$ cat config.mk
export PLATFORM = sky130hd
export DESIGN_NAME = json_string_unescape_utf8_flat
export DESIGN_NICKNAME = d
export VERILOG_FILES = /design/src/rtl/jsu_pkg.sv /design/src/rtl/jsu_if.sv /design/src/rtl/jsu_front.sv /design/src/rtl/jsu_queue.sv /design/src/rtl/jsu_back.sv /design/src/rtl/json_string_unescape_utf8.sv /design/src/flat_wrapper.sv
export SDC_FILE = /design/constraint.sdc
export NUM_CORES = 1
export LEC_CHECK = 0
export BUFFER_PORTS_ARGS = -buffer_cell sky130_fd_sc_hd__buf_2
export CAP_MARGIN = 20
export CORE_MARGIN = 4
export CORE_UTILIZATION = 35
export CTS_BUF_LIST = sky130_fd_sc_hd__clkbuf_4 sky130_fd_sc_hd__clkbuf_8
export DETAILED_ROUTE_END_ITERATION = 8
export PLACE_DENSITY = 0.54
export SYNTH_ARGS = -nofsm -noshare
export SYNTH_HDL_FRONTEND = slang
export SYNTH_SLANG_ARGS = --single-unit
$ cat constraint.sdc
create_clock -name i_clk -period 3.8 [get_ports i_clk]
set_input_delay 0.76 -clock i_clk [delete_from_list [all_inputs] [get_ports i_clk]]
set_output_delay 0.76 -clock i_clk [all_outputs]
set_load 0.02 [all_outputs]
$ cat src/rtl/jsu_pkg.sv
// Package for the JSON string unescaper: parser phases, result and error codes,
// character constants, the front-to-back command type and decode helpers.
// No dependencies.
package jsu_pkg;

    // Parser phases of the front end
    typedef enum logic [3:0] {
        PH_IDLE = 4'd0,
        PH_STR  = 4'd1,
        PH_ESC  = 4'd2,
        PH_HEX1 = 4'd3,
        PH_BSL  = 4'd4,
        PH_U    = 4'd5,
        PH_HEX2 = 4'd6
    } t_phase;

    // Result kinds
    localparam logic [1:0] KIND_DATA  = 2'd0;
    localparam logic [1:0] KIND_DONE  = 2'd1;
    localparam logic [1:0] KIND_ERROR = 2'd2;

    // Error codes
    localparam logic [2:0] ERR_NONE    = 3'd0;
    localparam logic [2:0] ERR_NOQUOTE = 3'd1;
    localparam logic [2:0] ERR_CTRL    = 3'd2;
    localparam logic [2:0] ERR_ESC     = 3'd3;
    localparam logic [2:0] ERR_HEX     = 3'd4;
    localparam logic [2:0] ERR_NOLOW   = 3'd5;
    localparam logic [2:0] ERR_SURR    = 3'd6;
    localparam logic [2:0] ERR_UNTERM  = 3'd7;

    // Characters of interest
    localparam logic [7:0] CH_QUOTE = 8'h22;
    localparam logic [7:0] CH_BSL   = 8'h5C;
    localparam logic [7:0] CH_SPACE = 8'h20;
    localparam logic [7:0] CH_TAB   = 8'h09;
    localparam logic [7:0] CH_CR    = 8'h0D;
    localparam logic [7:0] CH_LF    = 8'h0A;
    localparam logic [7:0] CH_U     = 8'h75;

    // Surrogate prefixes (top six bits of the 16-bit code unit)
    localparam logic [5:0] SURR_HIGH = 6'b110110;
    localparam logic [5:0] SURR_LOW  = 6'b110111;

    localparam logic [20:0] SUPP_BASE = 21'h10000;
    localparam logic [15:0] LIM_ONE   = 16'h0080;
    localparam logic [15:0] LIM_TWO   = 16'h0800;

    // UTF-8 lead and continuation markers
    localparam logic [7:0] LEAD_TWO   = 8'hC0;
    localparam logic [7:0] LEAD_THREE = 8'hE0;
    localparam logic [7:0] LEAD_FOUR  = 8'hF0;
    localparam logic [7:0] CONT_MARK  = 8'h80;

    // At most one command per input: a single result, or a code point to expand.
    // nb is the number of result bytes minus one.
    typedef struct packed {
        logic [20:0] cp;
        logic [1:0]  nb;
        logic [1:0]  kind;
        logic [2:0]  err;
    } t_cmd;

    // Queue head as seen by the back end
    typedef struct packed {
        logic valid;
        t_cmd cmd;
    } t_head;

    // Hex digit decode: {valid, value}
    function automatic logic [4:0] hex_decode(input logic [7:0] c);
        logic [4:0] r;
        r = 5'd0;
        if (c >= 8'h30 && c <= 8'h39) begin
            r = {1'b1, c[3:0]};
        end else if ((c >= 8'h61 && c <= 8'h66) || (c >= 8'h41 && c <= 8'h46)) begin
            r = {1'b1, c[3:0] + 4'd9};
        end
        return r;
    endfunction

    // Simple escape letter decode: {valid, byte}
    function automatic logic [8:0] esc_decode(input logic [7:0] c);
        logic [8:0] r;
        unique case (c)
            8'h22:   r = {1'b1, 8'h22};
            8'h5C:   r = {1'b1, 8'h5C};
            8'h2F:   r = {1'b1, 8'h2F};
            8'h62:   r = {1'b1, 8'h08};
            8'h66:   r = {1'b1, 8'h0C};
            8'h6E:   r = {1'b1, 8'h0A};
            8'h72:   r = {1'b1, 8'h0D};
            8'h74:   r = {1'b1, 8'h09};
            default: r = 9'd0;
        endcase
        return r;
    endfunction

endpackage

$ cat src/rtl/jsu_if.sv
// Valid/ready channel interfaces for the raw text input and the result output.
// Depends on nothing.
interface jsu_in_if;
    logic       valid;
    logic       ready;
    logic [7:0] in_byte;
    logic       end_of_text;

    modport source (output valid, output in_byte, output end_of_text, input ready);
    modport sink   (input valid, input in_byte, input end_of_text, output ready);
endinterface

interface jsu_out_if;
    logic       valid;
    logic       ready;
    logic [7:0] out_byte;
    logic [1:0] kind;
    logic [2:0] error_kind;
    logic       last_of_run;

    modport source (output valid, output out_byte, output kind, output error_kind,
                    output last_of_run, input ready);
    modport sink   (input valid, input out_byte, input kind, input error_kind,
                    input last_of_run, output ready);
endinterface

$ cat src/rtl/jsu_front.sv
// Front end: accepts text bytes, runs the string parser and issues one command
// per input that yields results. Depends on jsu_pkg and jsu_in_if.
module jsu_front (
    input  logic          i_clk,
    input  logic          i_rst_n,
    jsu_in_if.sink        i_in,
    input  logic          i_full,
    output logic          o_push,
    output jsu_pkg::t_cmd o_cmd
);

    jsu_pkg::t_phase r_phase, n_phase;
    logic [15:0] r_acc, n_acc;
    logic [1:0]  r_cnt, n_cnt;
    logic [9:0]  r_hi, n_hi;

    logic        accept;
    logic [7:0]  c;
    logic        eot;
    logic [4:0]  hex;
    logic [8:0]  esc;
    logic [15:0] acc_nx;
    logic        is_ws;
    logic        is_high;
    logic        is_low;
    logic        last_digit;
    logic        cmd_valid;
    logic [20:0] pair_cp;

    assign i_in.ready = !i_full;
    assign accept     = i_in.valid && i_in.ready;
    assign c          = i_in.in_byte;
    assign eot        = i_in.end_of_text;
    assign hex        = jsu_pkg::hex_decode(c);
    assign esc        = jsu_pkg::esc_decode(c);
    assign acc_nx     = {r_acc[11:0], hex[3:0]};
    assign is_ws      = (c == jsu_pkg::CH_SPACE) || (c == jsu_pkg::CH_TAB) ||
                        (c == jsu_pkg::CH_CR) || (c == jsu_pkg::CH_LF);
    assign is_high    = (acc_nx[15:10] == jsu_pkg::SURR_HIGH);
    assign is_low     = (acc_nx[15:10] == jsu_pkg::SURR_LOW);
    assign last_digit = (r_cnt == 2'd3);
    assign pair_cp    = jsu_pkg::SUPP_BASE + {1'b0, r_hi, acc_nx[9:0]};

    // Next phase and escape registers
    always_comb begin
        n_phase = r_phase;
        n_acc   = r_acc;
        n_cnt   = r_cnt;
        n_hi    = r_hi;
        if (accept) begin
            if (r_phase == jsu_pkg::PH_IDLE) begin
                if (!eot && c == jsu_pkg::CH_QUOTE) begin
                    n_phase = jsu_pkg::PH_STR;
                end
            end else if (eot) begin
                n_phase = jsu_pkg::PH_IDLE;
            end else begin
                unique case (r_phase)
                    jsu_pkg::PH_STR: begin
                        if (c == jsu_pkg::CH_QUOTE || c < jsu_pkg::CH_SPACE) begin
                            n_phase = jsu_pkg::PH_IDLE;
                        end else if (c == jsu_pkg::CH_BSL) begin
                            n_phase = jsu_pkg::PH_ESC;
                        end
                    end
                    jsu_pkg::PH_ESC: begin
                        if (esc[8]) begin
                            n_phase = jsu_pkg::PH_STR;
                        end else if (c == jsu_pkg::CH_U) begin
                            n_phase = jsu_pkg::PH_HEX1;
                            n_acc   = '0;
                            n_cnt   = '0;
                        end else begin
                            n_phase = jsu_pkg::PH_IDLE;
                        end
                    end
                    jsu_pkg::PH_HEX1, jsu_pkg::PH_HEX2: begin
                        if (!hex[4]) begin
                            n_phase = jsu_pkg::PH_IDLE;
                        end else begin
                            n_acc = acc_nx;
                            n_cnt = r_cnt + 2'd1;
                            if (last_digit) begin
                                if (r_phase == jsu_pkg::PH_HEX2) begin
                                    n_phase = is_low ? jsu_pkg::PH_STR : jsu_pkg::PH_IDLE;
                                end else if (is_high) begin
                                    n_phase = jsu_pkg::PH_BSL;
                                    n_hi    = acc_nx[9:0];
                                end else if (is_low) begin
                                    n_phase = jsu_pkg::PH_IDLE;
                                end else begin
                                    n_phase = jsu_pkg::PH_STR;
                                end
                            end
                        end
                    end
                    jsu_pkg::PH_BSL: begin
                        n_phase = (c == jsu_pkg::CH_BSL) ? jsu_pkg::PH_U : jsu_pkg::PH_IDLE;
                    end
                    jsu_pkg::PH_U: begin
                        if (c == jsu_pkg::CH_U) begin
                            n_phase = jsu_pkg::PH_HEX2;
                            n_acc   = '0;
                            n_cnt   = '0;
                        end else begin
                            n_phase = jsu_pkg::PH_IDLE;
                        end
                    end
                    default: n_phase = jsu_pkg::PH_IDLE;
                endcase
            end
        end
    end

    // Command issue
    always_comb begin
        cmd_valid  = 1'b0;
        o_cmd.cp   = '0;
        o_cmd.nb   = 2'd0;
        o_cmd.kind = jsu_pkg::KIND_ERROR;
        o_cmd.err  = jsu_pkg::ERR_NONE;
        if (r_phase == jsu_pkg::PH_IDLE) begin
            if (eot || (!is_ws && c != jsu_pkg::CH_QUOTE)) begin
                cmd_valid = 1'b1;
                o_cmd.err = jsu_pkg::ERR_NOQUOTE;
            end
        end else if (eot) begin
            cmd_valid = 1'b1;
            o_cmd.err = jsu_pkg::ERR_UNTERM;
        end else begin
            unique case (r_phase)
                jsu_pkg::PH_STR: begin
                    if (c == jsu_pkg::CH_QUOTE) begin
                        cmd_valid  = 1'b1;
                        o_cmd.kind = jsu_pkg::KIND_DONE;
                    end else if (c < jsu_pkg::CH_SPACE) begin
                        cmd_valid = 1'b1;
                        o_cmd.err = jsu_pkg::ERR_CTRL;
                    end else if (c != jsu_pkg::CH_BSL) begin
                        cmd_valid  = 1'b1;
                        o_cmd.kind = jsu_pkg::KIND_DATA;
                        o_cmd.cp   = {13'd0, c};
                    end
                end
                jsu_pkg::PH_ESC: begin
                    if (esc[8]) begin
                        cmd_valid  = 1'b1;
                        o_cmd.kind = jsu_pkg::KIND_DATA;
                        o_cmd.cp   = {13'd0, esc[7:0]};
                    end else if (c != jsu_pkg::CH_U) begin
                        cmd_valid = 1'b1;
                        o_cmd.err = jsu_pkg::ERR_ESC;
                    end
                end
                jsu_pkg::PH_HEX1: begin
                    if (!hex[4]) begin
                        cmd_valid = 1'b1;
                        o_cmd.err = jsu_pkg::ERR_HEX;
                    end else if (last_digit && is_low) begin
                        cmd_valid = 1'b1;
                        o_cmd.err = jsu_pkg::ERR_SURR;
                    end else if (last_digit && !is_high) begin
                        cmd_valid  = 1'b1;
                        o_cmd.kind = jsu_pkg::KIND_DATA;
                        o_cmd.cp   = {5'd0, acc_nx};
                        if (acc_nx < jsu_pkg::LIM_ONE) begin
                            o_cmd.nb = 2'd0;
                        end else if (acc_nx < jsu_pkg::LIM_TWO) begin
                            o_cmd.nb = 2'd1;
                        end else begin
                            o_cmd.nb = 2'd2;
                        end
                    end
                end
                jsu_pkg::PH_BSL: begin
                    if (c != jsu_pkg::CH_BSL) begin
                        cmd_valid = 1'b1;
                        o_cmd.err = jsu_pkg::ERR_NOLOW;
                    end
                end
                jsu_pkg::PH_U: begin
                    if (c != jsu_pkg::CH_U) begin
                        cmd_valid = 1'b1;
                        o_cmd.err = jsu_pkg::ERR_NOLOW;
                    end
                end
                jsu_pkg::PH_HEX2: begin
                    if (!hex[4]) begin
                        cmd_valid = 1'b1;
                        o_cmd.err = jsu_pkg::ERR_HEX;
                    end else if (last_digit && !is_low) begin
                        cmd_valid = 1'b1;
                        o_cmd.err = jsu_pkg::ERR_SURR;
                    end else if (last_digit) begin
                        cmd_valid  = 1'b1;
                        o_cmd.kind = jsu_pkg::KIND_DATA;
                        o_cmd.cp   = pair_cp;
                        o_cmd.nb   = 2'd3;
                    end
                end
                default: cmd_valid = 1'b0;
            endcase
        end
    end

    assign o_push = accept && cmd_valid;

    // Parser registers
    always_ff @(posedge i_clk) begin
        if (!i_rst_n) begin
            r_phase <= jsu_pkg::PH_IDLE;
            r_acc   <= '0;
            r_cnt   <= '0;
            r_hi    <= '0;
        end else begin
            r_phase <= n_phase;
            r_acc   <= n_acc;
            r_cnt   <= n_cnt;
            r_hi    <= n_hi;
        end
    end

    // A command leaves only with an accepted byte
    a_push_on_accept: assert property (@(posedge i_clk) disable iff (!i_rst_n)
        o_push |-> (i_in.valid && !i_full))
        else $error("front pushed without an accepted byte");

    // A surrogate pair completion always leaves four bytes to send
    a_pair_four: assert property (@(posedge i_clk) disable iff (!i_rst_n)
        (o_push && r_phase == jsu_pkg::PH_HEX2 && !eot && o_cmd.kind == jsu_pkg::KIND_DATA)
        |-> (o_cmd.nb == 2'd3))
        else $error("surrogate pair not expanded to four bytes");

    // Digit count restarts after a completed escape
    a_cnt_wrap: assert property (@(posedge i_clk) disable iff (!i_rst_n)
        (accept && !eot && hex[4] && last_digit &&
         (r_phase == jsu_pkg::PH_HEX1 || r_phase == jsu_pkg::PH_HEX2)) |=> (r_cnt == 2'd0))
        else $error("hex digit count did not wrap");

endmodule

$ cat src/rtl/jsu_queue.sv
// Command queue between the parser front end and the UTF-8 back end.
// Depends on jsu_pkg.
module jsu_queue #(
    parameter int DEPTH = 4
) (
    input  logic           i_clk,
    input  logic           i_rst_n,
    input  logic           i_push,
    input  jsu_pkg::t_cmd  i_cmd,
    input  logic           i_pop,
    output logic           o_full,
    output jsu_pkg::t_head o_head
);

    localparam int PW = $clog2(DEPTH);
    localparam int CW = $clog2(DEPTH + 1);
    localparam logic [PW-1:0] LAST_PTR = PW'(DEPTH - 1);
    localparam logic [CW-1:0] FULL_CNT = CW'(DEPTH);
    localparam logic [PW-1:0] PTR_ONE  = PW'(1);
    localparam logic [CW-1:0] CNT_ONE  = CW'(1);

    jsu_pkg::t_cmd r_mem [DEPTH];
    logic [PW-1:0] r_wr_ptr, n_wr_ptr;
    logic [PW-1:0] r_rd_ptr, n_rd_ptr;
    logic [CW-1:0] r_count, n_count;

    assign o_full      = (r_count == FULL_CNT);
    assign o_head.valid = (r_count != '0);
    assign o_head.cmd  = r_mem[r_rd_ptr];

    // Advance pointers and occupancy
    always_comb begin
        n_wr_ptr = r_wr_ptr;
        n_rd_ptr = r_rd_ptr;
        n_count  = r_count;
        if (i_push) begin
            n_wr_ptr = (r_wr_ptr == LAST_PTR) ? '0 : r_wr_ptr + PTR_ONE;
        end
        if (i_pop) begin
            n_rd_ptr = (r_rd_ptr == LAST_PTR) ? '0 : r_rd_ptr + PTR_ONE;
        end
        if (i_push && !i_pop) begin
            n_count = r_count + CNT_ONE;
        end else if (!i_push && i_pop) begin
            n_count = r_count - CNT_ONE;
        end
    end

    always_ff @(posedge i_clk) begin
        if (!i_rst_n) begin
            r_wr_ptr <= '0;
            r_rd_ptr <= '0;
            r_count  <= '0;
        end else begin
            r_wr_ptr <= n_wr_ptr;
            r_rd_ptr <= n_rd_ptr;
            r_count  <= n_count;
        end
    end

    // Store pushed commands
    always_ff @(posedge i_clk) begin
        if (i_push) begin
            r_mem[r_wr_ptr] <= i_cmd;
        end
    end

    a_no_overflow: assert property (@(posedge i_clk) disable iff (!i_rst_n)
        i_push |-> (!o_full || i_pop))
        else $error("push into a full queue");

    a_no_underflow: assert property (@(posedge i_clk) disable iff (!i_rst_n)
        i_pop |-> o_head.valid)
        else $error("pop from an empty queue");

    a_count_bound: assert property (@(posedge i_clk) disable iff (!i_rst_n)
        r_count <= FULL_CNT)
        else $error("queue occupancy out of range");

    a_count_up: assert property (@(posedge i_clk) disable iff (!i_rst_n)
        (i_push && !i_pop) |=> (r_count == $past(r_count) + CNT_ONE))
        else $error("occupancy did not grow on push");

endmodule

$ cat src/rtl/jsu_back.sv
// Back end: expands the queue head into one to four result bytes, one per
// transaction, and pops the command after its last byte. Depends on jsu_pkg, jsu_out_if.
module jsu_back (
    input  logic           i_clk,
    input  logic           i_rst_n,
    input  jsu_pkg::t_head i_head,
    output logic           o_pop,
    jsu_out_if.source      o_out
);

    logic [1:0]  r_idx, n_idx;
    logic        xfer;
    logic        last;
    logic [20:0] cp;
    logic [7:0]  byte_val;

    assign cp    = i_head.cmd.cp;
    assign last  = (r_idx == i_head.cmd.nb);
    assign xfer  = o_out.valid && o_out.ready;
    assign o_pop = xfer && last;

    // Pick the UTF-8 byte for the current position
    always_comb begin
        unique case ({i_head.cmd.nb, r_idx})
            {2'd0, 2'd0}: byte_val = cp[7:0];
            {2'd1, 2'd0}: byte_val = jsu_pkg::LEAD_TWO   | {3'd0, cp[10:6]};
            {2'd1, 2'd1}: byte_val = jsu_pkg::CONT_MARK  | {2'd0, cp[5:0]};
            {2'd2, 2'd0}: byte_val = jsu_pkg::LEAD_THREE | {4'd0, cp[15:12]};
            {2'd2, 2'd1}: byte_val = jsu_pkg::CONT_MARK  | {2'd0, cp[11:6]};
            {2'd2, 2'd2}: byte_val = jsu_pkg::CONT_MARK  | {2'd0, cp[5:0]};
            {2'd3, 2'd0}: byte_val = jsu_pkg::LEAD_FOUR  | {5'd0, cp[20:18]};
            {2'd3, 2'd1}: byte_val = jsu_pkg::CONT_MARK  | {2'd0, cp[17:12]};
            {2'd3, 2'd2}: byte_val = jsu_pkg::CONT_MARK  | {2'd0, cp[11:6]};
            {2'd3, 2'd3}: byte_val = jsu_pkg::CONT_MARK  | {2'd0, cp[5:0]};
            default:      byte_val = 8'd0;
        endcase
    end

    assign o_out.valid       = i_head.valid;
    assign o_out.out_byte    = byte_val;
    assign o_out.kind        = i_head.cmd.kind;
    assign o_out.error_kind  = i_head.cmd.err;
    assign o_out.last_of_run = last;

    // Step through the bytes of the head command
    always_comb begin
        n_idx = r_idx;
        if (xfer) begin
            n_idx = last ? 2'd0 : r_idx + 2'd1;
        end
    end

    always_ff @(posedge i_clk) begin
        if (!i_rst_n) begin
            r_idx <= '0;
        end else begin
            r_idx <= n_idx;
        end
    end

    a_idx_restart: assert property (@(posedge i_clk) disable iff (!i_rst_n)
        o_pop |=> (r_idx == 2'd0))
        else $error("byte index did not restart after last byte");

    a_idx_bound: assert property (@(posedge i_clk) disable iff (!i_rst_n)
        i_head.valid |-> (r_idx <= i_head.cmd.nb))
        else $error("byte index beyond command length");

    a_single_non_data: assert property (@(posedge i_clk) disable iff (!i_rst_n)
        (i_head.valid && i_head.cmd.kind != jsu_pkg::KIND_DATA) |-> last)
        else $error("close or error result spans several bytes");

endmodule

$ cat src/rtl/json_string_unescape_utf8.sv
// JSON string unescaper producing UTF-8. Takes one text byte per transaction on
// i_in and returns results on o_out, one per transaction: data bytes, a close
// marker or an error code, with last_of_run on the final result of each input.
// An input byte is taken every cycle while the command queue (QUEUE_DEPTH
// entries) has room; its command is registered in the queue and reaches o_out
// at the head. Each result byte is one output transaction, so a \u escape that
// expands to two, three or four UTF-8 bytes takes that many, absorbed by the
// queue. Uses jsu_pkg, jsu_if, jsu_front, jsu_queue and jsu_back.
module json_string_unescape_utf8 #(
    parameter int QUEUE_DEPTH = 4
) (
    input  logic      i_clk,
    input  logic      i_rst_n,
    jsu_in_if.sink    i_in,
    jsu_out_if.source o_out
);

    logic           push;
    logic           pop;
    logic           full;
    jsu_pkg::t_cmd  cmd;
    jsu_pkg::t_head head;

    jsu_front u_front (
        .i_clk   (i_clk),
        .i_rst_n (i_rst_n),
        .i_in    (i_in),
        .i_full  (full),
        .o_push  (push),
        .o_cmd   (cmd)
    );

    jsu_queue #(
        .DEPTH (QUEUE_DEPTH)
    ) u_queue (
        .i_clk   (i_clk),
        .i_rst_n (i_rst_n),
        .i_push  (push),
        .i_cmd   (cmd),
        .i_pop   (pop),
        .o_full  (full),
        .o_head  (head)
    );

    jsu_back u_back (
        .i_clk   (i_clk),
        .i_rst_n (i_rst_n),
        .i_head  (head),
        .o_pop   (pop),
        .o_out   (o_out)
    );

endmodule
$ cat src/flat_wrapper.sv
// flat-port wrapper written by rule: the top's interface ports become plain ports
module json_string_unescape_utf8_flat 
#(
    parameter int QUEUE_DEPTH = 4
)
  (i_clk, i_rst_n, i_in_valid, i_in_in_byte, i_in_end_of_text, i_in_ready, o_out_valid, o_out_out_byte, o_out_kind, o_out_error_kind, o_out_last_of_run, o_out_ready);
  jsu_in_if i_in_i ();
  jsu_out_if o_out_i ();
  input  logic i_clk;
  input  logic i_rst_n;
  input wire logic [$bits(i_in_i.valid)-1:0] i_in_valid;
  input wire logic [$bits(i_in_i.in_byte)-1:0] i_in_in_byte;
  input wire logic [$bits(i_in_i.end_of_text)-1:0] i_in_end_of_text;
  output wire logic [$bits(i_in_i.ready)-1:0] i_in_ready;
  output wire logic [$bits(o_out_i.valid)-1:0] o_out_valid;
  output wire logic [$bits(o_out_i.out_byte)-1:0] o_out_out_byte;
  output wire logic [$bits(o_out_i.kind)-1:0] o_out_kind;
  output wire logic [$bits(o_out_i.error_kind)-1:0] o_out_error_kind;
  output wire logic [$bits(o_out_i.last_of_run)-1:0] o_out_last_of_run;
  input wire logic [$bits(o_out_i.ready)-1:0] o_out_ready;
  assign i_in_i.valid = i_in_valid;
  assign i_in_i.in_byte = i_in_in_byte;
  assign i_in_i.end_of_text = i_in_end_of_text;
  assign i_in_ready = i_in_i.ready;
  assign o_out_valid = o_out_i.valid;
  assign o_out_out_byte = o_out_i.out_byte;
  assign o_out_kind = o_out_i.kind;
  assign o_out_error_kind = o_out_i.error_kind;
  assign o_out_last_of_run = o_out_i.last_of_run;
  assign o_out_i.ready = o_out_ready;
  json_string_unescape_utf8 #(.QUEUE_DEPTH(QUEUE_DEPTH)) u_core (.i_clk(i_clk), .i_rst_n(i_rst_n), .i_in(i_in_i), .o_out(o_out_i));
endmodule
==> impl_metrics.py, run 1 <==
metrics = {
    "timing": {
        "tightest_slew_ps": 879,
        "drv_slew": 0,
        "slew_headroom_pct": 41.4,
        "setup_viol_count_final": 0,
        "finalHoldWorstSlack_ps": 456,
        "fin_skew_ps": 18.2,
        "post-route-period-util_pct": 94.2,
        "hold_violations": 0,
        "finalWorstPathRequiredPeriod_ps": 3580,
        "rsz0062_at_grt": "no",
        "max_freq_mhz": 279,
    },
    "clock_network": {
        "cts_buffers": 17,
        "insertion_delay_ps": 450,
        "cts_tree": "built",
        "cts.sinks": 150,
        "cts_max_level": 4,
        "clockBufferDepth": 2,
        "cts_root_buf": "clkbuf_8",
        "cts_setup_buffers": 0,
        "cts.clk_slew.worst_paths_ps": 80,
        "cts_hold_buf": 0,
    },
    "place": {
        "dpl_cell_area_sq_um": 7960,
        "dp_hpwl_mm": 12.8,
        "gp_congestion": 0.817,
        "io_buffers": 28,
        "dp.cells": 896,
    },
    "route": {
        "dr_wl_met3_um": 855,
        "wl_mm": 18.1,
        "post_drt_wl_per_cell_um": 19.5,
        "wl_met1_mm": 8.25,
        "drcViolationCount": 0,
        "vias_per_cell": 5.56,
        "vias": 5158,
        "first_pass_iters": 5,
        "postRouteAntennaNets": 0,
        "drtIter0Drc": 437,
        "topRoutingLayerUsed": "met4",
        "wl_met2_mm": 8.74,
    },
    "power": {
        "power_uw": 4450,
        "leakage_uw": 0.00295,
        "p_per_area_nw_per_um2": 530,
        "p_clk_share_pct": 29.2,
        "power_frac_comb_pct": 26.2,
        "power.share.sequential_pct": 44.7,
        "p_int_uw": 3040,
        "switching_share_pct": 31.7,
        "peakVddDrop_mv": 0.239,
        "power.switching_uw": 1410,
    },
    "floorplan": {
        "die-area_sq_um": 23600,
        "dieWidth_um": 154,
        "fp.dieH_um": 154,
        "num_rows": 53,
        "start_util_pct": 35.5,
        "io_pins": 29,
        "core_area_sq_um": 21000,
    },
    "hold_path": {
        "hold_class": "reg -> reg",
    },
    "yosys": {
        "synthTopCellsByArea": "edfxtp_1, dfxtp_1, mux4_2",
        "yosysWarnings": 0,
        "ys_ff_latch": 150,
        "synth_cell_types": 70,
        "synth-edff-count": 112,
        "synthArstFlopShare_pct": 0,
        "synth_top_area_share_pct": 45.3,
        "avgSynthCellArea_sq_um": 12.4,
        "yosys.area.top_type": "edfxtp_1",
        "syn-num-nets": 632,
        "synth_area_sq_um": 7430,
        "synth_seq_area_share_pct": 55.5,
        "synthCells": 601,
        "ys.flop_type": "edfxtp_1",
    },
    "worst_setup_path": {
        "crit_slowest_cell": "mux4_2",
        "crit_path_end_kind": "primary output",
        "r2r_slack_ps": 600,
        "r2r_cells": 10,
        "crit_required_ps": 3040,
        "crit_end": "o_out_out_byte[4]",
        "crit_arrival_ps": 2820,
        "cp_max_fo": 13,
        "rr_endpoint": "u_core.u_queue.r_count[2]",
        "critPathKind": "reg -> out",
        "cp_slowest_stage_delay_ps": 710,
        "crit_chain": "mux4_2 -> mux2i_1 -> nor2_1 -> o21bai_2 -> a22oi_1 -> o31ai_1 -> buf_2",
        "worstSetupStartpointType": "flip-flop",
    },
    "finish": {
        "drive_gt1_share_pct": 19.3,
        "synthToLayoutAreaGrowth_pct": 12.9,
        "nNetsFinal": 671,
        "final_area_sq_um": 8390,
        "fin_cells": 928,
        "final_cell_mix": "edfxtp_1, nand2_1, mux2i_1",
        "final_util_pct": 40.1,
        "mostFrequentLayoutCell": "edfxtp_1",
        "antennaDiodeCount": 0,
    },
    "outcome": {
        "status": "finished clean",
    },
    "grt": {
        "grt_overflow_total": 0,
        "grt_pass1_wl_mm": 28.7,
        "grt_pass1_vias": 5034,
        "grt_max_degree": 55,
        "antenna_found_initial": 0,
        "grt_usage_pct": 15.6,
    },
    "run": {
        "maxCapViolCount": 0,
    },
}
-- registers in the layout, summed over array words and instances (netlist names), named ones only --
| signal | cells |
|---|---|
| u_core.u_front.r_phase | 3 |
| u_core.u_back.r_idx | 2 |
| u_core.u_front.r_acc | 12 |
| u_core.u_queue.r_wr_ptr | 2 |
| u_core.u_front.r_cnt | 2 |
| u_core.u_queue.r_mem | 112 |
| u_core.u_queue.r_rd_ptr | 2 |
| u_core.u_queue.r_count | 3 |
| u_core.u_front.r_hi | 10 |
-- layer usage --
layer	vias up	GRT usage, %
li1	2412	-
met1	2574	21.3
met2	153	25.6
met3	19	3.12
met4	0	3.83
met5	-	0
-- kinds of logic (layout without fill, tap and decap cells) --
family / Yosys count / after routing / share of synthesized area [%]
AND/OR/NAND/NOR: 197 / 197 / 14.1
XOR/XNOR: 7 / 7 / 0.825
buffers and inverters: 43 / 95 / 2.39
AO/OA/AOI/OAI: 115 / 115 / 11.0
adder cells (fa/ha/maj): 18 / 18 / 3.13
multiplexers: 71 / 71 / 13.1
flip-flops: 150 / 150 / 55.5
-- layout make-up --
type,count,area (sq um)
flip-flops and latches,150,4130
multi-input cells,408,3140
well taps,275,344
fillers,2019,12600
repair buffers,52,320
inverters,11,41.3
clock inverters,15,189
clock buffers,17,234
-- critical path: cells and delay by family (launching register included) --
kind	cells	cell delay [ps]
muxes	2	980
buffers and inverters	1	180
and+or+nand+nor	1	80
DFF	1	480
AOI/OAI and AO/OA	3	650
-- how the worst min path moves through the flow --
stage	start	to	depth (start not counted)	slack (ps)
6_report	u_core.u_front.r_hi[3]	u_core.u_front.r_hi[3]	2	460
5_1_grt	u_core.u_front.r_hi[3]	u_core.u_front.r_hi[3]	2	490
4_1_cts	u_core.u_front.r_hi[3]	u_core.u_front.r_hi[3]	2	460
3_5_place_dp	u_core.u_front.r_hi[3]	u_core.u_front.r_hi[3]	2	450
3_3_place_gp	u_core.u_front.r_hi[3]	u_core.u_front.r_hi[3]	2	440
2_1_floorplan	u_core.u_front.r_hi[1]	u_core.u_front.r_hi[1]	2	430
-- repair_timing --
item                                    CTS  global route
endpoints found under the setup margin    3             5
gates resized for setup                   2             1
pin swaps                                 0             0
-- power by group through the flow --
stage                     Sequential [uW]  Combinational (uW)  Clock (uW)
after detailed placement             2030                1180           0
after global placement               2020                1160           0
after global routing                 2000                1270        1400
after floorplan                      1990                 832           0
final                                1990                1160        1300
after CTS                            1990                1190        1340
-- Yosys cell counts (3+ instances only) --
cell      instances
nand3b_1          8
inv_1            11
a22o_1            8
mux4_2           20
nor4_1            3
a31oi_1           4
a222oi_1          5
nor2_1           34
and3_1            6
ha_1             17
mux2_2            9
dfxtp_1          38
buf_2             7
a32oi_1           4
or3_1            10
a22oi_1           6
mux2i_1          42
nand3_1          27
nand4_1           6
edfxtp_1        112
nand2b_1          6
nor2b_1          15
nor3_1           11
o21a_1            4
o21ai_1           5
xnor2_1           5
nor3b_1           3
and2_1            6
o22ai_1           4
o221ai_1          3
nand2_1          47
clkbuf_1         22
a21boi_1          4
a21oi_1          26
o21ai_0          11
-- stage by stage --
stage	TNS, ps	setup slack [ps]
final	0	222
after global routing	0	47.5
after CTS	0	22.3
after floorplan	0	270
after global placement	0	151
after detailed placement	-7.48	-7.48
Power figures use the tool's default switching activity.
==> run 2, diff against run 1 <==
- CELL_PAD_IN_SITES_DETAIL_PLACEMENT: unset -> 1
- CELL_PAD_IN_SITES_GLOBAL_PLACEMENT: unset -> 1
- CTS_CLUSTER_DIAMETER: unset -> 150
- PLACE_DENSITY: 0.54 -> 0.62
==> run 2 against run 1 <==
Against the previous run:
- first-iteration DRC count down 27%
- global-route usage is 1.3 points higher
- combinational power up 3%
- total power fell by 0.89%
- largest power group unchanged
==> impl_metrics.py, run 2 (synthesized netlist as in run 1, its figures left out) <==
metrics = {
    "worst_setup_path": {
        "cp_slowest_stage_delay_ps": 570,
        "crit_family": "compound AO/OA/AOI/OAI gates",
        "crit_chain": "mux4_2 -> mux2i_1 -> o21ai_1 -> a22oi_1 -> o31ai_1 -> buf_2",
        "critPathKind": "reg -> out",
        "cp_num_cells": 6,
        "cp_max_fo": 9,
        "crit_arrival_ps": 2810,
        "r2r_cells": 11,
        "crit_buf_inv": 1,
        "crit_path_end_kind": "primary output",
        "crit_required_ps": 3040,
        "crit_slowest_cell": "dfxtp_1",
        "worstSetupStartpointType": "flip-flop",
    },
    "place": {
        "io_buffers": 28,
        "gp_congestion": 0.876,
        "dpl_cell_area_sq_um": 7980,
        "dp_hpwl_mm": 14.0,
        "dp.cells": 898,
    },
    "timing": {
        "max_freq_mhz": 280,
        "setup_viol_count_final": 0,
        "post-route-period-util_pct": 93.9,
        "fin_skew_ps": 12.2,
        "tightest_slew_ps": 853,
        "hold_violations": 0,
        "finalWorstPathRequiredPeriod_ps": 3570,
        "tns_ps": 0,
        "finalHoldWorstSlack_ps": 466,
        "drv_slew": 0,
        "rsz0062_at_grt": "no",
        "slew_headroom_pct": 43.1,
    },
    "floorplan": {
        "num_rows": 53,
        "fp.dieH_um": 154,
        "core_area_sq_um": 21000,
        "dieWidth_um": 154,
        "io_pins": 29,
        "die-area_sq_um": 23600,
        "start_util_pct": 35.5,
    },
    "power": {
        "power_uw": 4410,
        "peakVddDrop_mv": 0.202,
        "p_per_area_nw_per_um2": 524,
        "leakage_uw": 0.00295,
    },
    "finish": {
        "top_regs": "u_core.u_queue.r_mem x112, u_core.u_front.r_acc x12, u_core.u_front.r_hi x10",
        "drive_gt1_share_pct": 19.8,
        "n_fill_cell": 2280,
        "largest_reg_flops": 112,
        "final_cell_mix": "edfxtp_1, nand2_1, mux2i_1",
        "nNetsFinal": 676,
        "final_area_sq_um": 8400,
        "antennaDiodeCount": 0,
        "fin_cells": 933,
        "mostFrequentLayoutCell": "edfxtp_1",
        "synthToLayoutAreaGrowth_pct": 13.1,
        "regMostFlops": "u_core.u_queue.r_mem",
    },
    "clock_network": {
        "cts_root_buf": "clkbuf_8",
        "cts_max_level": 4,
        "insertion_delay_ps": 460,
        "clockBufferDepth": 2,
        "cts_tree": "built",
        "cts.clk_slew.worst_paths_ps": 80,
        "cts.sinks": 150,
        "cts_buffers": 17,
    },
    "grt": {
        "grt_pass1_wl_mm": 30.9,
        "grt_max_degree": 55,
        "grt_overflow_total": 0,
        "grt_usage_pct": 16.8,
        "grt_pass1_vias": 5419,
        "antenna_found_initial": 0,
    },
    "route": {
        "postRouteAntennaNets": 0,
        "post_drt_wl_per_cell_um": 20.6,
        "wl_mm": 19.2,
        "drcViolationCount": 0,
        "drtIter0Drc": 318,
        "vias_per_cell": 5.49,
        "vias": 5121,
        "first_pass_iters": 6,
    },
    "hold_path": {
        "hold_class": "reg -> reg",
        "hold_depth": 2,
    },
    "outcome": {
        "status": "finished clean",
    },
    "run": {
        "maxCapViolCount": 0,
    },
}
==> run 2: final cells by class <==
cell class,instances,area (sq um),share of cell area (%)
flip-flops and latches,150,4130,49.1
multi-input cells,408,3130,37.3
repair buffers,57,358,4.26
well taps,275,344,4.09
clock buffers,18,241,2.87
clock inverters,14,163,1.94
inverters,11,41.3,0.491
==> run 2: where the power goes <==
group          switching [uW]  internal (uW)  leakage (uW)
combinational             727            468       0.00140
sequential               65.0           1910       0.00136
clock                     626            608      0.000198
==> run 2: per-stage QoR <==
step / util [%] / worst slack, ps
floorplan: - / 270
global placement: 38.1 / 141
detailed placement: 38.1 / -36.1
CTS: 40.0 / 91.7
global route: 40.1 / 11.8
finish: 40.1 / 231
==> run 2: layer usage <==
| metal | GRT usage, % | wire length, um | share of wire (%) | vias to the layer above |
|---|---|---|---|---|
| li1 | - | - | - | 2408 |
| met3 | 3.12 | 645 | 3.4 | 23 |
| met5 | 0 | 0 | 0 | - |
| met4 | 5.13 | 316 | 1.6 | 0 |
| met2 | 27.8 | 9470 | 49 | 96 |
| met1 | 22.7 | 8800 | 46 | 2594 |
==> run 2: what timing repair did <==
| action | in CTS | in global routing |
|---|---|---|
| hold buffers | 0 | 0 |
| endpoints found under the setup margin | 0 | 2 |
| buffers inserted | 0 | 3 |
| resized for setup | 0 | 0 |
==> run 2: final timing paths <==
kind | startpoint | endpoint | slack [ps]
worst max-delay path | flip-flop | o_out_out_byte[4] | 230
worst min-delay path | u_core.u_front.r_hi[3] | u_core.u_front.r_hi[3] | 470
worst max register to register | flip-flop | u_core.u_queue.r_count[2] | 580
worst min register to register | u_core.u_front.r_hi[3] | u_core.u_front.r_hi[3] | 470
==> run 2: worst min-delay path: cells and delay by family, from the launching register on <==
kind               cells  cell delay [ps]
DFF                    1              320
AOI/OAI and AO/OA      1               50
and+or+nand+nor        1               50
==> run 3, diff against run 2 <==
- BUFFER_PORTS_ARGS: -buffer_cell sky130_fd_sc_hd__buf_2 -> unset
- CELL_PAD_IN_SITES_DETAIL_PLACEMENT: 1 -> unset
- CELL_PAD_IN_SITES_GLOBAL_PLACEMENT: 1 -> unset
- DONT_BUFFER_PORTS: unset -> 1
- PLACE_DENSITY: 0.62 -> 0.53
==> run 3 against run 2 <==
Against the previous run:
- combinational power down 7%
- sequential power about the same
- core utilization down 0.97 points
- sequential cell count unchanged
- maximum frequency up 0.22%
- setup slack better by 7.9 ps
- clock-buffer cell count down 1
- first-iteration DRC count up 58%
==> impl_metrics.py, run 3 (synthesized netlist as in run 1, its figures left out) <==
metrics = {
    "outcome": {
        "status": "finished clean",
    },
    "route": {
        "drcViolationCount": 0,
        "drtIter0Drc": 502,
        "vias": 4963,
        "vias_per_cell": 5.51,
        "wl_mm": 17.7,
        "post_drt_wl_per_cell_um": 19.7,
        "postRouteAntennaNets": 0,
        "first_pass_iters": 6,
    },
    "finish": {
        "synthToLayoutAreaGrowth_pct": 10.3,
        "top_regs": "u_core.u_queue.r_mem x112, u_core.u_front.r_acc x12, u_core.u_front.r_hi x10",
        "final_cell_mix": "edfxtp_1, nand2_1, mux2i_1",
        "nNetsFinal": 645,
        "final_util_pct": 39.1,
        "regMostFlops": "u_core.u_queue.r_mem",
        "drive_gt1_share_pct": 15.3,
        "largest_reg_flops": 112,
        "mostFrequentLayoutCell": "edfxtp_1",
        "antennaDiodeCount": 0,
    },
    "power": {
        "peakVddDrop_mv": 0.254,
        "leakage_uw": 0.00281,
        "p_per_area_nw_per_um2": 516,
    },
    "worst_setup_path": {
        "cp_max_fo": 27,
        "crit_arrival_ps": 2800,
        "worstSetupStartpointType": "flip-flop",
        "crit_slowest_cell": "mux4_2",
        "crit_path_end_kind": "primary output",
        "crit_required_ps": 3040,
        "crit_chain": "buf_6 -> buf_4 -> mux4_2 -> o32a_1 -> a311o_1",
        "crit_buf_inv": 2,
        "critPathKind": "reg -> out",
        "cp_slowest_stage_delay_ps": 610,
        "crit_family": "compound AO/OA/AOI/OAI gates",
    },
    "floorplan": {
        "core_area_sq_um": 21000,
        "io_pins": 29,
        "die-area_sq_um": 23600,
        "fp.dieH_um": 154,
        "num_rows": 53,
        "start_util_pct": 35.5,
        "dieWidth_um": 154,
    },
    "run": {
        "maxCapViolCount": 0,
    },
    "grt": {
        "grt_overflow_total": 0,
        "antenna_found_initial": 0,
        "grt_pass1_wl_mm": 27.7,
        "grt_pass1_vias": 4817,
        "grt_max_degree": 55,
        "grt_usage_pct": 15.1,
    },
    "hold_path": {
        "hold_class": "reg -> reg",
        "min_from": "u_core.u_front.r_hi[3]",
    },
    "timing": {
        "hold_violations": 0,
        "slew_headroom_pct": 45.0,
        "tns_ps": 0,
        "finalWorstPathRequiredPeriod_ps": 3560,
        "fin_skew_ps": 19.4,
        "max_freq_mhz": 281,
        "rsz0062_at_grt": "no",
        "setup_viol_count_final": 0,
        "post-route-period-util_pct": 93.7,
        "tightest_slew_ps": 817,
        "drv_slew": 0,
    },
    "clock_network": {
        "cts_max_level": 4,
        "cts.clk_slew.worst_paths_ps": 80,
        "cts_tree": "built",
        "cts_hold_buf": 0,
        "cts_setup_buffers": 0,
        "clockBufferDepth": 2,
        "cts_buffers": 17,
        "cts.sinks": 150,
        "insertion_delay_ps": 440,
        "cts_resized": 0,
        "cts_root_buf": "clkbuf_8",
    },
    "place": {
        "gp_congestion": 0.843,
        "io_buffers": 0,
        "dp_hpwl_mm": 12.5,
    },
}
run 3: cell types whose count changed in the layout (fill, tap and decap cells not counted), sizes merged:
cell | before | now
bufinv | 2 | 1
buf | 57 | 26
clkinvlp | 3 | 2
clkbuf | 18 | 17
inv | 18 | 15
clkinv | 2 | 7
run 3: layout make-up:
type                       count  area (sq um)
clock buffer                  17           234
clock inverter                14           126
fill                        2027         12800
inverter                      11          41.3
multi-input combinational    408          3130
sequential                   150          4130
tap                          275           344
timing repair buffer          26           199
run 3: tightest hold or removal path: cells and delay by family, from the launching register on:
kind,cells,cell delay (ps)
DFF,1,310
and+or+nand+nor,1,60
AOI/OAI and AO/OA,1,50
run 3: worst paths after layout:
check	end	slack, ps	cells after the start
max	o_out_out_byte[7]	240	5
min	u_core.u_front.r_hi[3]	460	2
max reg2reg	u_core.u_queue.r_count[2]	620	11
min reg2reg	u_core.u_front.r_hi[3]	460	2
run 3: through the flow:
stage / cells / hold WS [ps] / power [uW] / instance area, sq um / setup WS (ps)
final: 901 / 465 / 4230 / 8200 / 239
after global routing: 901 / 435 / 4450 / 8200 / 85.2
after CTS: 901 / 430 / 4290 / 8200 / 65.3
after detailed placement: 870 / 452 / 3140 / 7840 / 63.7
after global placement: 870 / 446 / 3120 / 7840 / 206
after floorplan: 601 / 431 / 2830 / 7430 / 270
run 3: report_power, final:
group | total [uW] | internal (uW) | leakage [uW] | switching (uW)
clock | 1140 | 520 | 0.000180 | 622
combinational | 1120 | 431 | 0.00127 | 685
sequential | 1970 | 1910 | 0.00136 | 59.4
total | 4230 | 2860 | 0.00281 | 1370
run 3: layer usage:
| metal | global-route usage, % | share of wire, % | wire (um) |
|---|---|---|---|
| met5 | 0 | 0 | 0 |
| met3 | 3.24 | 4.9 | 871 |
| met2 | 23.9 | 48 | 8520 |
| met4 | 3.28 | 1.1 | 191 |
| met1 | 21.4 | 46 | 8150 |
